$ cat src/mbrtu_pkg.sv
`timescale 1ns / 1ps
`default_nettype none
// ----------------------------------------------------------------------------
// mbrtu_pkg
// Shared types and constants for the Modbus RTU register slave.
// ----------------------------------------------------------------------------
package mbrtu_pkg;

   localparam logic [15:0] CRC_POLY = 16'hA001;
   localparam logic [15:0] CRC_INIT = 16'hFFFF;
   localparam logic [7:0]  FN_READ  = 8'h03;
   localparam logic [7:0]  FN_WRITE = 8'h06;
   localparam logic [15:0] TEMP_REG = 16'd3;
   localparam logic [7:0]  REPLY_ADDRESS_RESET = 8'h01;

   // response byte index: 3 + 2*count payload bytes plus two crc bytes
   localparam int IDX_W = 7;

   typedef struct packed {
      logic [7:0] rx_byte;
      logic [7:0] temperature;
   } req_type;

   typedef struct packed {
      logic [7:0] tx_byte;
      logic       last_byte;
   } rsp_type;

   typedef enum logic [2:0] {
      PH_ADDR,
      PH_FUNC,
      PH_REG_HI,
      PH_REG_LO,
      PH_OPND_HI,
      PH_OPND_LO,
      PH_CRC_LO,
      PH_CRC_HI
   } phase_type;

   typedef enum logic [1:0] {
      ST_IDLE,
      ST_EMIT,
      ST_CRC
   } seq_type;

   typedef struct packed {
      logic       clear;
      logic       load;
      logic [7:0] data;
   } crc_ctl_type;

endpackage
`default_nettype wire

$ cat src/modbus_rtu_register_slave_unit.sv
`timescale 1ns / 1ps
`default_nettype none
// Request bytes are taken one a cycle; the beat that carries the closing crc
// byte starts the response and the request side stays busy until it is queued.
// Each response payload byte is loaded into the serial crc unit, which runs
// eight bit steps before handing back; the two crc bytes go out directly, so
// a read of c registers returns 3+2c payload bytes and a write echo six,
// each followed by the two crc bytes and subject to output stalls.
// Synchronous reset: parser to frame start, register file cleared, address 1.
// ----------------------------------------------------------------------------
// modbus_rtu_register_slave_unit
// Modbus RTU slave answering read holding registers and write single
// register, with the response crc computed by a shared bit-serial unit.
// ----------------------------------------------------------------------------
module modbus_rtu_register_slave_unit #(
   parameter int REG_COUNT = 6
) (
   input  wire                  clock,
   input  wire                  reset,
   input  wire                  req_valid,
   output logic                 req_ready,
   input  mbrtu_pkg::req_type   req_data,
   output logic                 rsp_valid,
   input  wire                  rsp_ready,
   output mbrtu_pkg::rsp_type   rsp_data,
   input  wire                  csr_valid,
   output logic                 csr_ready,
   input  wire [7:0]            csr_wdata
);
   import mbrtu_pkg::*;

   localparam int AW = (REG_COUNT > 1) ? $clog2(REG_COUNT) : 1;

   seq_type          state_ff, state_in;
   phase_type        phase_ff, phase_in;
   logic [7:0]       reply_ff;
   logic [7:0]       fn_ff, fn_in;
   logic [15:0]      sa_ff, sa_in;
   logic [15:0]      op_ff, op_in;
   logic [7:0]       temp_ff, temp_in;
   logic [7:0]       bc_ff, bc_in;
   logic [IDX_W-1:0] npay_ff, npay_in;
   logic [IDX_W-1:0] idx_ff, idx_in;
   logic             rsp_valid_ff, rsp_valid_in;
   rsp_type          rsp_ff, rsp_in;
   logic [15:0]      rf_ff [REG_COUNT];
   logic             rf_we;
   logic [AW-1:0]    rf_waddr;
   logic [15:0]      rf_wdata;

   crc_ctl_type      crc_ctl;
   logic [15:0]      crc_val;
   logic             crc_busy;

   logic             req_fire;
   logic             out_free;
   logic [IDX_W-1:0] data_j;
   logic [16:0]      rd_addr;
   logic             rd_in_file;
   logic             rd_is_temp;
   logic [15:0]      rd_word;
   logic [7:0]       pay_byte;
   logic [7:0]       cnt8;

   mbrtu_crc u_crc (
      .clock (clock),
      .reset (reset),
      .ctl   (crc_ctl),
      .crc   (crc_val),
      .busy  (crc_busy)
   );

   assign req_ready = (state_ff == ST_IDLE);
   assign req_fire  = req_valid && req_ready;
   assign out_free  = !rsp_valid_ff || rsp_ready;
   assign csr_ready = 1'b1;

   // read data beats: word (idx-3)/2, high byte first
   assign data_j     = idx_ff - IDX_W'(3);
   assign rd_addr    = {1'b0, sa_ff} + 17'(data_j[IDX_W-1:1]);
   assign rd_in_file = rd_addr < 17'(REG_COUNT);
   assign rd_is_temp = rd_addr == {1'b0, TEMP_REG};

   always_comb begin
      rd_word = 16'h0000;
      if (rd_in_file) begin
         rd_word = rd_is_temp ? {8'h00, temp_ff} : rf_ff[rd_addr[AW-1:0]];
      end
   end

   always_comb begin
      pay_byte = data_j[0] ? rd_word[7:0] : rd_word[15:8];
      if (idx_ff == IDX_W'(0)) begin
         pay_byte = reply_ff;
      end else if (idx_ff == IDX_W'(1)) begin
         pay_byte = fn_ff;
      end else if (fn_ff == FN_READ) begin
         if (idx_ff == IDX_W'(2)) begin
            pay_byte = bc_ff;
         end
      end else begin
         case (idx_ff[1:0])
            2'd2:    pay_byte = sa_ff[15:8];
            2'd3:    pay_byte = sa_ff[7:0];
            2'd0:    pay_byte = op_ff[15:8];
            default: pay_byte = op_ff[7:0];
         endcase
      end
   end

   // clamp the read count to the file
   assign cnt8 = (op_ff > 16'(REG_COUNT)) ? 8'(REG_COUNT) : op_ff[7:0];

   always_comb begin
      state_in     = state_ff;
      phase_in     = phase_ff;
      fn_in        = fn_ff;
      sa_in        = sa_ff;
      op_in        = op_ff;
      temp_in      = temp_ff;
      bc_in        = bc_ff;
      npay_in      = npay_ff;
      idx_in       = idx_ff;
      rsp_valid_in = rsp_valid_ff && !rsp_ready;
      rsp_in       = rsp_ff;
      crc_ctl      = '0;
      rf_we        = 1'b0;
      rf_waddr     = sa_ff[AW-1:0];
      rf_wdata     = op_ff;
      case (state_ff)
         ST_IDLE: begin
            if (req_fire) begin
               case (phase_ff)
                  PH_FUNC: begin
                     fn_in    = req_data.rx_byte;
                     phase_in = (req_data.rx_byte == FN_READ ||
                                 req_data.rx_byte == FN_WRITE) ? PH_REG_HI : PH_ADDR;
                  end
                  PH_REG_HI: begin
                     sa_in    = {req_data.rx_byte, sa_ff[7:0]};
                     phase_in = PH_REG_LO;
                  end
                  PH_REG_LO: begin
                     sa_in    = {sa_ff[15:8], req_data.rx_byte};
                     phase_in = PH_OPND_HI;
                  end
                  PH_OPND_HI: begin
                     op_in    = {req_data.rx_byte, op_ff[7:0]};
                     phase_in = PH_OPND_LO;
                  end
                  PH_OPND_LO: begin
                     op_in    = {op_ff[15:8], req_data.rx_byte};
                     phase_in = PH_CRC_LO;
                  end
                  PH_CRC_LO: begin
                     phase_in = PH_CRC_HI;
                  end
                  PH_CRC_HI: begin
                     phase_in      = PH_ADDR;
                     temp_in       = req_data.temperature;
                     bc_in         = {cnt8[6:0], 1'b0};
                     npay_in       = (fn_ff == FN_READ) ?
                                     IDX_W'(3) + IDX_W'({cnt8[6:0], 1'b0}) : IDX_W'(6);
                     idx_in        = '0;
                     crc_ctl.clear = 1'b1;
                     state_in      = ST_EMIT;
                     rf_we         = (fn_ff != FN_READ) && (sa_ff < 16'(REG_COUNT));
                  end
                  default: begin
                     phase_in = PH_FUNC;
                  end
               endcase
            end
         end
         ST_EMIT: begin
            if (out_free) begin
               rsp_valid_in = 1'b1;
               if (idx_ff < npay_ff) begin
                  rsp_in       = '{tx_byte: pay_byte, last_byte: 1'b0};
                  crc_ctl.load = 1'b1;
                  crc_ctl.data = pay_byte;
                  state_in     = ST_CRC;
                  // reading the temperature register latches the sensor value
                  if (fn_ff == FN_READ && idx_ff > IDX_W'(2) && rd_in_file && rd_is_temp) begin
                     rf_we    = 1'b1;
                     rf_waddr = rd_addr[AW-1:0];
                     rf_wdata = {8'h00, temp_ff};
                  end
               end else if (idx_ff == npay_ff) begin
                  rsp_in = '{tx_byte: crc_val[7:0], last_byte: 1'b0};
                  idx_in = idx_ff + IDX_W'(1);
               end else begin
                  rsp_in   = '{tx_byte: crc_val[15:8], last_byte: 1'b1};
                  state_in = ST_IDLE;
               end
            end
         end
         ST_CRC: begin
            if (!crc_busy) begin
               idx_in   = idx_ff + IDX_W'(1);
               state_in = ST_EMIT;
            end
         end
         default: begin
            state_in = ST_IDLE;
         end
      endcase
   end

   always_ff @(posedge clock) begin
      if (reset) begin
         state_ff     <= ST_IDLE;
         phase_ff     <= PH_ADDR;
         fn_ff        <= 8'h00;
         sa_ff        <= 16'h0000;
         op_ff        <= 16'h0000;
         rsp_valid_ff <= 1'b0;
         idx_ff       <= '0;
         npay_ff      <= '0;
      end else begin
         state_ff     <= state_in;
         phase_ff     <= phase_in;
         fn_ff        <= fn_in;
         sa_ff        <= sa_in;
         op_ff        <= op_in;
         rsp_valid_ff <= rsp_valid_in;
         idx_ff       <= idx_in;
         npay_ff      <= npay_in;
      end
   end

   always_ff @(posedge clock) begin
      temp_ff <= temp_in;
      bc_ff   <= bc_in;
      rsp_ff  <= rsp_in;
   end

   always_ff @(posedge clock) begin
      if (reset) begin
         reply_ff <= REPLY_ADDRESS_RESET;
      end else if (csr_valid && csr_ready) begin
         reply_ff <= csr_wdata;
      end
   end

   always_ff @(posedge clock) begin
      if (reset) begin
         for (int k = 0; k < REG_COUNT; k++) begin
            rf_ff[k] <= 16'h0000;
         end
      end else if (rf_we) begin
         rf_ff[rf_waddr] <= rf_wdata;
      end
   end

   assign rsp_valid = rsp_valid_ff;
   assign rsp_data  = rsp_ff;

   // the serial crc unit only runs while the sequencer waits on it
   a_crc_busy_state : assert property (@(posedge clock) disable iff (reset)
      crc_busy |-> state_ff == ST_CRC)
      else $error("crc unit busy outside crc state");

   a_idx_bound : assert property (@(posedge clock) disable iff (reset)
      state_ff == ST_EMIT |-> idx_ff <= npay_ff + IDX_W'(1))
      else $error("response index past the crc bytes");

   a_last_beat : assert property (@(posedge clock) disable iff (reset)
      (state_ff == ST_EMIT && out_free && idx_ff > npay_ff) |=>
         (state_ff == ST_IDLE && rsp_valid_ff && rsp_ff.last_byte))
      else $error("closing crc beat not marked last");

   a_no_reload : assert property (@(posedge clock) disable iff (reset)
      (rsp_valid_ff && !rsp_ready) |=> (rsp_valid_ff && $stable(rsp_ff)))
      else $error("stalled response beat overwritten");

endmodule
`default_nettype wire

$ cat src/mbrtu_crc.sv
`timescale 1ns / 1ps
`default_nettype none
// ----------------------------------------------------------------------------
// mbrtu_crc
// Bit-serial CRC-16 (reflected, poly 0xA001): one byte folded in by eight
// passes of a single shift-and-xor step.
// ----------------------------------------------------------------------------
module mbrtu_crc (
   input  wire                      clock,
   input  wire                      reset,
   input  mbrtu_pkg::crc_ctl_type   ctl,
   output logic [15:0]              crc,
   output logic                     busy
);
   import mbrtu_pkg::*;

   logic [15:0] crc_ff, crc_in;
   logic [2:0]  cnt_ff, cnt_in;
   logic        busy_ff, busy_in;

   always_comb begin
      crc_in  = crc_ff;
      cnt_in  = cnt_ff;
      busy_in = busy_ff;
      if (ctl.clear) begin
         crc_in = CRC_INIT;
      end else if (ctl.load) begin
         crc_in  = crc_ff ^ {8'h00, ctl.data};
         cnt_in  = 3'd0;
         busy_in = 1'b1;
      end else if (busy_ff) begin
         crc_in = crc_ff[0] ? ((crc_ff >> 1) ^ CRC_POLY) : (crc_ff >> 1);
         cnt_in = cnt_ff + 3'd1;
         if (cnt_ff == 3'd7) begin
            busy_in = 1'b0;
         end
      end
   end

   always_ff @(posedge clock) begin
      if (reset) begin
         crc_ff  <= CRC_INIT;
         cnt_ff  <= 3'd0;
         busy_ff <= 1'b0;
      end else begin
         crc_ff  <= crc_in;
         cnt_ff  <= cnt_in;
         busy_ff <= busy_in;
      end
   end

   assign crc  = crc_ff;
   assign busy = busy_ff;

endmodule
`default_nettype wire

$ cat config.mk
export PLATFORM = sky130hd
export DESIGN_NAME = modbus_rtu_register_slave_unit
export DESIGN_NICKNAME = d
export VERILOG_FILES = /design/src/mbrtu_pkg.sv /design/src/modbus_rtu_register_slave_unit.sv /design/src/mbrtu_crc.sv
export SDC_FILE = /design/constraint.sdc
export NUM_CORES = 1
export LEC_CHECK = 0
export BUFFER_PORTS_ARGS = -buffer_cell sky130_fd_sc_hd__buf_4
export CAP_MARGIN = 30
export CELL_PAD_IN_SITES_DETAIL_PLACEMENT = 1
export CELL_PAD_IN_SITES_GLOBAL_PLACEMENT = 1
export CORE_ASPECT_RATIO = 1.1
export CORE_MARGIN = 8
export CORE_UTILIZATION = 50
export DETAILED_ROUTE_END_ITERATION = 7
export PLACE_DENSITY_LB_ADDON = 0.1
export SKIP_CTS_REPAIR_TIMING = 1
export SLEW_MARGIN = 20
export SYNTH_ARGS = -nofsm -noshare
export SYNTH_HDL_FRONTEND = slang
export SYNTH_SLANG_ARGS = --single-unit
$ cat constraint.sdc
create_clock -name clock -period 5.4 [get_ports clock]
set_clock_uncertainty 0.1 [all_clocks]
set_input_delay 0.54 -clock clock [delete_from_list [all_inputs] [get_ports clock]]
set_output_delay 0.54 -clock clock [all_outputs]
set_load 0.01 [all_outputs]
==> results.toml, run 1 <==
[timing]
timing.max_slew.rel_slack_pct = 35.5
final.setup.worst_slack_ns = 0.509
final.period_utilization_pct = 90.6
timing_max_transition_violations_final = 0
setup_repair_after_global_routing_missed_its_margin = "false"
clock_period_minus_worst_slack_ns = 4.89
worst_slew_pin_tran_ns = 0.964
setup_viol = 0
max_freq_mhz = 204
finalHoldViolations = 0
fin_setup_tns_ns = 0

[pwr]
intPower_uw = 3070
total_leakage_power_uw = 0.00537
power_frac_comb_pct = 3.1
swShare_pct = 21.5
netSwitchingPower_uw = 840
power-per-cell-area_nw_per_um2 = 277
clockPowerShare_pct = 45.3
power.sequential.fraction_pct = 51.5
vdd_drop_max_v = 0.000291

[critical_path]
cp_data_required_time_ns = 5.53
critical_path.max_stage_delay_ns = 0.56
cp-end-kind = "flop"
crit_path_top_delay_cell = "ha_1"
chain_of_cells_forming_the_critical_path = "ha_1, xnor2_1, inv_1, fa_1, nand3b_1, a21o_1, and3_1, nor4b_2, nand4_4, nor3_4, nand3_1, a21o_1, nand2b_1, buf_4"
worst_path_arrival_ns = 5.02
critical_path_peak_fanout = 19
start_kind = "flop"
crit_path_class = "reg -> reg"
timing.critical_path.mode_cell = "a21o_1"

[place]
dp_hpwl_um = 26000
port_buffers = 39
gp_congestion = 0.905
preCtsSetupSlack_ns = 0.539

[die]
rows = 60
chipWidth_um = 167
dieArea_um2 = 30400
initial_core_util_pct = 51.0
core_um2 = 24500
design.portCount = 41
dieHeight_um = 182

[cts]
numCtsBuffers = 26
clock_sink_count = 240
htree_levels = 1
clock_insertion_delay_worst_skew_ns = 0.55
tritoncts_clock_tree = "yes"
clk_path_buf_depth = 3
root_buffer = "clkbuf_16"
clkSlewWorstSetupHoldPaths_ns = 0.06

[synthesis]
yosys_register_bits = 240
synth_compound_area_share_pct = 11.0
yosys.cell_types.count = 71
synth.top_cells.by_count = "nor2_1 (169), edfxtp_1 (152), dfxtp_1 (88)"
synth_area_leaders = "edfxtp_1 (36%), dfxtp_1 (14%), mux2i_1 (6.2%)"
synth.most_common_cell = "nor2_1"
async_flop_share_pct = 0
synth_edf_count = 152
warning_count_from_the_yosys_run = 0
synthesis.area_per_instance_um2 = 10.8
synth_xor_xnor_area_share_pct = 1.19
synthesis.area_um2 = 12500
synth_top_cell_by_area = "edfxtp_1"
synth-adder-area-share_pct = 2.86
synth_flop_cell = "edfxtp_1"
syn-instance-count = 1162
synth_simple_gate_area_share_pct = 17.2
synth.yosys.seq_area_share_pct = 50.5
synth_top_family_by_area = "simple AND/OR/NAND/NOR gates"
synth_top_cell_area_share_pct = 36.4
muxShareOfSynthArea_pct = 13.3

[route]
via_count = 9636
vias_per_cell = 6.24
final_ant_viol_nets = 0
dr.first_iter.drc_count = 782
drc = 0
wl_um = 37100
drt-pass1-iter-count = 5
wl_per_cell_um = 24.0

[global_route]
first_global_vias = 10000
grt_start_max_net_pins = 43
grt_pass1_wl_um = 57600
antenna_found_initial = 0
gr-usage-all-layers_pct = 24.1
global_route.overflow_total = 0

[flow_run]
drv_cap = 0

[layout]
register_area_um2 = 6330
areaGrowthSynthToFinish_pct = 12.8
number_of_nets_in_the_final_layout = 1272
antenna-diode-count = 0
share_of_post_route_cells_with_drive_strength_above_1_pct = 16.0
filler_cell_count = 2598
multi_input_comb_area_um2 = 5870

[min_path]
hold_class = "in -> reg"

[run_status]
status = "complete, no violations"
[worst max-delay path: cells and delay by family, from the launching register on]
family / cells / cell delay [ns]
buffers and inverters: 2 / 0.34
xor gates and xnor gates: 1 / 0.22
DFF: 1 / 0.46
AOI/OAI and AO/OA: 2 / 0.46
and+or+nand+nor: 7 / 1.98
adders and majority gates: 2 / 0.98
[metal layers]
layer | vias to the layer above | GRT usage (%) | part of all wire [%]
li1 | 4397 | - | -
met1 | 4830 | 32.0 | 43
met2 | 343 | 39.6 | 47
met3 | 66 | 3.77 | 6.6
met4 | 0 | 8.22 | 3.1
met5 | - | 0 | 0
[path summary, 6_finish.rpt]
path / start / endpoint / slack [ns] / cells after the start
max: idx_ff[1] / rf_ff[3][5] / 0.51 / 14
min: req_data[1] / temp_ff[1] / 0.08 / 1
max reg2reg: idx_ff[1] / rf_ff[3][5] / 0.51 / 14
min reg2reg: npay_ff[6] / npay_ff[6] / 0.34 / 2
[cell type report]
class	count	share of cell area [%]
flip-flops and latches	240	44.7
multi-input cells	833	41.5
clock buffers	31	4.73
repair buffers	73	3.91
well taps	310	2.74
clock inverters	16	1.25
inverters	41	1.09
[metrics by stage]
step / area (µm²) / total power (µW) / std cells / hold WS (ns) / utilization (%)
after floorplan: 12700 / 2110 / 1197 / 0.322 / -
after global placement: 13300 / 2170 / 1494 / 0.336 / 54.0
after detailed placement: 13300 / 2180 / 1495 / 0.341 / 54.1
after CTS: 14100 / 3950 / 1542 / 0.0569 / 57.5
after global routing: 14100 / 4020 / 1544 / 0.0546 / 57.6
final: 14100 / 3910 / 1544 / 0.0764 / 57.6
[power groups by stage]
stage / Clock (µW) / Sequential [µW] / Combinational [µW]
floorplan: 0 / 2040 / 71.9
global placement: 0 / 2050 / 117
detailed placement: 0 / 2050 / 121
CTS: 1810 / 2020 / 121
global route: 1870 / 2020 / 132
finish: 1770 / 2020 / 123
[cell families after synthesis]
kind of cell,Yosys count
AOI/OAI and AO/OA,188
xor gates and xnor gates,17
adders and majority gates,28
buffers and inverters,124
DFF,240
muxes,125
other,2
and+or+nand+nor,438
[cells in the final DEF (no fill, tap or decap), types with 10 or more instances in the layout]
master,synthesis,routed
or2_2,12,12
a21oi_1,18,18
nand4_1,23,23
a21o_1,22,22
nand2b_1,10,10
nand3_1,31,31
dfxtp_1,88,88
and3_1,27,27
mux2_2,15,15
a211oi_1,18,18
nor4_1,20,19
nor2_1,169,169
ha_1,27,26
buf_4,1,70
o31ai_1,14,14
nor2_2,10,10
nor3_1,24,24
edfxtp_1,152,152
o21ai_0,27,27
a31oi_1,24,24
clkbuf_16,0,26
mux4_2,32,32
conb_1,2,37
inv_1,41,41
mux2i_1,78,78
nand2_1,71,71
[registers in the layout, summed over array words and instances, names as in the netlist, 7 cells and up]
name	cells
bc_ff	7
op_ff	16
u_crc.crc	16
rf_ff	128
reply_ff	8
idx_ff	7
temp_ff	8
npay_ff	7
rsp_data	9
sa_ff	16
fn_ff	8
No activity file was read; power rests on OpenSTA's default activity.
==> run 2: changes to the inputs <==
--- a/config.mk
+++ b/config.mk
@@ -11,7 +11,7 @@
 export CELL_PAD_IN_SITES_GLOBAL_PLACEMENT = 1
 export CORE_ASPECT_RATIO = 1.1
 export CORE_MARGIN = 8
-export CORE_UTILIZATION = 50
+export CORE_UTILIZATION = 32
 export DETAILED_ROUTE_END_ITERATION = 7
 export PLACE_DENSITY_LB_ADDON = 0.1
 export SKIP_CTS_REPAIR_TIMING = 1
==> run 2 against run 1 <==
Effect of this change:
- via count decreased by 3.3%
- sequential share of layout area decreased by 1.1 points
- global-route usage decreased by 6.8 points
- clock-buffer cell count increased by 8
==> results.toml, run 2 (synthesized netlist as in run 1, its figures left out) <==
[run_status]
status = "complete, no violations"

[critical_path]
worstSetupStartpoint = "idx_ff[0]"
start_kind = "flop"
cp_top_family = "simple AND/OR/NAND/NOR gates"
crit_path_class = "reg -> reg"
crit_path_top_delay_cell = "o31ai_1"
critical_path_peak_fanout = 18
regToRegStartpoint = "idx_ff[0]"
cp_data_required_time_ns = 5.70
crit_buf_inv = 3
critical_path.max_stage_delay_ns = 0.50
chain_of_cells_forming_the_critical_path = "buf_4, inv_1, ha_1, ha_2, inv_1, fa_1, nand3b_1, a21o_1, and3_1, nor4b_2, and4_1, a31oi_1, o31ai_1, a311oi_1, a211oi_1"
timing.critical_path.mode_cell = "inv_1"
worst_path_arrival_ns = 5.19
cp-end-kind = "flop"

[cts]
clkSlewWorstSetupHoldPaths_ns = 0.06
clock_insertion_delay_worst_skew_ns = 0.57
htree_levels = 1
clock_sink_count = 240
numCtsBuffers = 29
clk_path_buf_depth = 3
root_buffer = "clkbuf_16"
tritoncts_clock_tree = "yes"

[die]
dieArea_um2 = 45800
core_um2 = 38900
initial_core_util_pct = 32.2
chipWidth_um = 205
rows = 76
design.portCount = 41
dieHeight_um = 224

[place]
place_inst = 1698
dp_hpwl_um = 28300
placedInstanceArea_um2 = 13600
port_buffers = 39
gp_congestion = 0.816

[route]
wl_per_cell_um = 22.8
drt-pass1-iter-count = 6
wl_um = 39900
vias_per_cell = 5.32
final_ant_viol_nets = 0
drc = 0
via_count = 9321
dr.first_iter.drc_count = 579

[global_route]
first_global_vias = 9693
gr-usage-all-layers_pct = 17.3
global_route.overflow_total = 0
grt_start_max_net_pins = 60
antenna_found_initial = 0
grt_pass1_wl_um = 60800

[layout]
regMostFlops = "rf_ff"
antenna-diode-count = 0
multi_input_comb_area_um2 = 5870
share_of_post_route_cells_with_drive_strength_above_1_pct = 16.4
layoutNonFillerInstCount = 1753
areaGrowthSynthToFinish_pct = 15.6
register_area_um2 = 6330
postLayoutCellArea_um2 = 14500
layout.cells.most_common_list = "nor2_1 (169), edfxtp_1 (152), dfxtp_1 (88)"
largest_register_ffs = 128
number_of_nets_in_the_final_layout = 1280
layout.cells.most_common = "nor2_1"
filler_cell_count = 4282

[pwr]
post-layout-total-power_uw = 4020
power-per-cell-area_nw_per_um2 = 277
total_leakage_power_uw = 0.00542
vdd_drop_max_v = 0.000225

[timing]
clock_period_minus_worst_slack_ns = 4.89
final.period_utilization_pct = 90.5
timing.max_slew.rel_slack_pct = 51.6
finalHoldViolations = 0
max_freq_mhz = 205
setup_viol = 0
hold_slack_ns = 0.0410
setup_repair_after_global_routing_missed_its_margin = "false"
worst_slew_pin_tran_ns = 0.717
fin_setup_tns_ns = 0
timing_max_transition_violations_final = 0

[min_path]
timing.hold.worst.start = "req_data[7]"
hold_class = "in -> reg"

[flow_run]
drv_cap = 0
run 2: changes by cell type in the layout (fill, tap and decap cells not counted), sizes merged:
cell,delta
inv,+1
bufinv,-2
clkbuf,+8
clkinvlp,+1
clkinv,-1
buf,+5
run 2: metal layers:
layer | track usage (%) | vias up | share of wire [%]
met4 | 5.35 | 0 | 2.6
met2 | 27.6 | 133 | 47
li1 | - | 4421 | -
met1 | 24.0 | 4715 | 47
met5 | 0 | - | 0
met3 | 2.25 | 52 | 3.3
run 2: worst paths after layout:
check	cells after the start	slack [ns]	to
max	15	0.51	rsp_data[6]
min	1	0.04	temp_ff[7]
max reg2reg	15	0.51	rsp_data[6]
min reg2reg	2	0.35	npay_ff[6]
run 2: final cells by class:
cell class,instances,area share [%]
Clock buffer,39,5.48
Clock inverter,15,0.752
Inverter,41,1.06
Multi-Input combinational cell,833,40.5
Sequential cell,240,43.7
Tap cell,507,4.38
Timing Repair Buffer,78,4.11
run 2: report_power, final:
part / leakage, µW / internal, µW / total [µW] / switching, µW
Clock: 0.000442 / 1080 / 1880 / 806
Sequential: 0.00221 / 1990 / 2010 / 20.9
Combinational: 0.00277 / 48.8 / 125 / 76.7
run 2: per-stage QoR:
stage | setup WS, ns | utilization [%]
2_1_floorplan | 0.815 | -
3_3_place_gp | 0.677 | 34.9
3_5_place_dp | 0.551 | 34.9
4_1_cts | 0.531 | 37.2
5_1_grt | 0.0781 | 37.2
6_report | 0.515 | 37.2
